File: src/aescfb_ram.sv
// generic single-write, single-read ram with registered read data
module aescfb_ram #(
   parameter int Width = 64,
   parameter int Depth = 30
) (
   input  logic                     clock,
   input  logic                     wr_en,
   input  logic [$clog2(Depth)-1:0] wr_addr,
   input  logic [Width-1:0]         wr_data,
   input  logic [$clog2(Depth)-1:0] rd_addr,
   output logic [Width-1:0]         rd_data
);

   logic [Width-1:0] mem_ff [Depth];
   logic [Width-1:0] rd_data_ff;

   always_ff @(posedge clock) begin
      if (wr_en) begin
         mem_ff[wr_addr] <= wr_data;
      end
      rd_data_ff <= mem_ff[rd_addr];
   end

   assign rd_data = rd_data_ff;

endmodule

File: config.mk
export PLATFORM = sky130hd
export DESIGN_NAME = aescfb_ram
export DESIGN_NICKNAME = d
export VERILOG_FILES = /design/src/aescfb_ram.sv
export SDC_FILE = /design/constraint.sdc
export NUM_CORES = 2
export LEC_CHECK = 0
export BUFFER_PORTS_ARGS = -buffer_cell sky130_fd_sc_hd__buf_2
export CORE_ASPECT_RATIO = 0.8
export CORE_MARGIN = 3
export CORE_UTILIZATION = 45
export CTS_CLUSTER_DIAMETER = 50
export DETAILED_ROUTE_END_ITERATION = 8
export GPL_TIMING_DRIVEN = 0
export SYNTH_ARGS = -nofsm -noshare
export SYNTH_HDL_FRONTEND = slang
export SYNTH_SLANG_ARGS = --single-unit
File: constraint.sdc
create_clock -name clock -period 6.6 [get_ports clock]
set_input_delay 0 -clock clock [delete_from_list [all_inputs] [get_ports clock]]
set_output_delay 0 -clock clock [all_outputs]
set_load 0.1 [all_outputs]
## After elaboration in Yosys (flattened, before gate mapping)

Memories as Yosys holds them, arrays and structs flattened. A register that Yosys moved wholly into a read port is not among the register bits.
Cells that the tools add are included.

- Muxes and demuxes: 2

Operator list:

| kind | count |
|---|---|
| 1-bit two-way mux | 2 |

- RAM bits: 1920
- Memories kept: 1
- Output and inout bits: 64
- Bits of input ports: 76
- Register bits: 0

Memories:

| name | depth | bits a word | rd ports | clocked after memory_dff | write ports | line | text |
|---|---|---|---|---|---|---|---|
| mem_ff | 30 | 64 | 1 | 1 | 1 | 14 | `logic [Width-1:0] mem_ff [Depth];` |

## Longest topological paths before layout

- Depth after elaboration: 2
- Gate-level depth with buffers: 10
- Depth with buffers taken out: 4

## Worst setup path after synthesis

Ideal clock, no wire load.

- Path type: input port to flip-flop
- Start point: in wr_addr[0]
- End point: mem mem_ff[12][0], enable pin
- Arrival time: 3336 ps
- Setup time: 486 ps
- Required time: 6114 ps
- Cell stages on the path: 3
- Path buffers: 1
- Slack: 2778 ps
- Cells stage by stage: or3b_2 -> clkbuf_1 -> nor2_1

RTL lines:

| element | line | text |
|---|---|---|
| start: declaration | 8 | `input logic [$clog2(Depth)-1:0] wr_addr,` |
| end: declaration | 14 |  |

Straight into the memory's write port.

==> out/results.ini <==
[cells_and_area]
drive_gt1_share_pct = 23.2
final_cells = 6478
fillers = 12800
fin_area_sq_um = 87600
area_delta_synth_final_pct = 17.1
regArea_sq_um = 58900
multiInputGateArea_sq_um = 15000
final_util_pct = 53.2
nets = 4228

[timing]
tightest_slew_ps = 1280
setup_ws_ps = 3780
hold_violations = 0
fin_crit_sh_pct = 42.8
setup_tns_ps = 0
skew_ps = 45.8
fin_crit_ps = 2820
fmax_mhz = 354
hold_ws_ps = 198
max_slew_margin_pct = 14.9
finalSetupViolations = 0
rsz0062_at_grt = no
finalMaxSlewViolations = 0

[flow_run]
drv_cap = 0

[yosys]
synth_seq_cells = 1984
synthTopCellsByArea = edfxtp_1, mux4_2, mux2i_1
synth.most_common_cell = edfxtp_1
synth_flop_cell = edfxtp_1
syn_nets = 3725
synthCells = 3649
synthTopCellsByCount = edfxtp_1, mux2i_1, mux4_2, a22oi_1, nand2_1
yosys_warnings = 0
syn_avg_cell_area_sq_um = 20.5
syn_area_sq_um = 74900
synth.top_cell.area_share_pct = 77.0
synth_cell_type_count = 41
async_flop_share_pct = 0
synth_edf_count = 1920
yosys.area.top_type = edfxtp_1
yosysSeqAreaShare_pct = 78.7

[floorplan]
die_w_um = 462
core_area_sq_um = 165000
start_util_pct = 45.4
die_y_um = 371
io_pins = 140
rows = 133
dieArea_sq_um = 171000

[placement]
gp_congestion = 0.786
dp_slack_ps = 3170
dp_hpwl_um = 129000
placed_area_sq_um = 80700
port_buffers = 137
dp.cells = 6046

[routing]
dr_total_vias = 38500
drt_wl_total_um = 200000
wl_per_cell_um = 30.8
drtIter0Drc = 4863
drc_errors = 0
ant_nets = 0
first_pass_iters = 5
vias_per_cell = 5.95

[power_and_ir_drop]
leakagePower_nw = 28.9
ir_worst_vdd_mv = 0.286
p_per_area_nw_per_um2 = 304
power_mw = 26.7

[global_route]
grt_antenna_before_repair = 10
track_usage_pct = 23.4
grt_pass1_wl_um = 282000
grt_max_degree = 31
grt_pass1_vias = 37500
overflow = 0

[outcome]
status = complete, no violations

[setup_path]
crit_path_end_kind = register
cpPeakStageDelay_ps = 820
crit_fanout = 10
criticalPathCategory = in2reg
cp.required_ps = 7330
cp_slowest_cell = clkbuf_1
critPathLaunchType = primary input
crit_top_cell = buf_2
path_cells = dlygate4sd3_1, buf_2, buf_2, nand2_1, nor2_1, clkbuf_1, a22o_1, a311o_1
worstPathArrival_ps = 3550

[clock_tree]
cts_root_buf = clkbuf_16
clk_latency_ps = 830
h-tree-depth = 4
cts_inserted_buffers = 195
post_cts_resize_count = 0
cts_tree = built
clk_pin_slew_worst_paths_ps = 60
cts_sinks = 1984
cts_buffer_depth = 3

[hold_path]
min_path_type = in2reg

==> registers in the layout, summed over array words and instances (netlist names) <==
register,flops
mem_ff,1920
rd_data,64
==> final cells by class <==
class	count	share of cell area [%]
multi-input cells	1462	17.1
flip-flops and latches	1984	67.2
repair buffers	306	4.08
well taps	2160	3.08
plain buffers	203	1.32
clock buffers	268	6.12
clock inverters	91	1.01
diodes	4	0.0114
==> repair_timing <==
item,CTS,global route
endpoints found under the hold margin,2013,0
hold buffers,69,0
buffers inserted,0,0
==> layout by cell type (no fill, tap or decap), types with 9 or more instances in the layout <==
cell type | Yosys | final
clkinv_1 | 0 | 31
clkbuf_8 | 0 | 15
nor2b_1 | 24 | 24
dfxtp_1 | 64 | 64
nor2_4 | 0 | 30
clkbuf_16 | 0 | 198
a22o_1 | 25 | 25
clkinv_2 | 0 | 25
nand4_1 | 11 | 11
a22oi_1 | 148 | 148
mux2i_1 | 396 | 396
a21o_1 | 9 | 9
nor3_1 | 9 | 9
buf_16 | 0 | 29
buf_4 | 40 | 40
mux4_2 | 239 | 239
edfxtp_1 | 1920 | 1920
o32ai_1 | 19 | 19
nor4_1 | 42 | 42
o21ai_0 | 47 | 47
nand2_1 | 120 | 120
buf_12 | 0 | 69
buf_2 | 62 | 199
clkbuf_1 | 71 | 126
mux2_2 | 84 | 84
nor2_1 | 87 | 57
a21oi_1 | 36 | 36
buf_6 | 13 | 15
dlygate4sd3_1 | 0 | 69
a211oi_1 | 19 | 19
o22ai_1 | 52 | 52
nand3_1 | 35 | 35
bufinv_16 | 0 | 10
a311o_1 | 25 | 25
==> report_power, final <==
part           switching, mW  internal (mW)  total (mW)
clock network           4.75           6.11        10.9
logic                   1.27          0.496        1.76
registers             0.0446           14.0        14.0
total                   6.06           20.6        26.7
==> metal layers <==
metal / vias up / routed length, um / global-route usage, %
li1: 16100 / - / -
met3: 264 / 18500 / 4.60
met4: 0 / 4430 / 5.59
met2: 1909 / 89200 / 34.6
met5: - / 0 / 0
met1: 20300 / 87700 / 35.8
==> logic make-up after synthesis <==
| logic type | count (synthesis) | synth area share, % |
|---|---|---|
| buffers and inverters | 203 | 1.55 |
| muxes | 719 | 13.7 |
| and+or+nand+nor | 363 | 2.36 |
| DFF | 1984 | 78.7 |
| AOI/OAI and AO/OA | 380 | 3.60 |
==> final timing paths <==
kind	start	endpoint	slack [ps]	depth (start not counted)
max	rd_addr[3]	rd_data[51]	3780	8
min	wr_data[52]	mem_ff[13][52]	200	2
max reg2reg	mem_ff[21][45]	rd_data[45]	4780	4
min reg2reg	mem_ff[2][27]	rd_data[27]	630	3
==> critical path, delay by kind of cell <==
family          cells  cell delay, ps
compound gates      2             550
buf+inv             4            1900
simple gates        2            1070
Power figures use the tool's default switching activity.
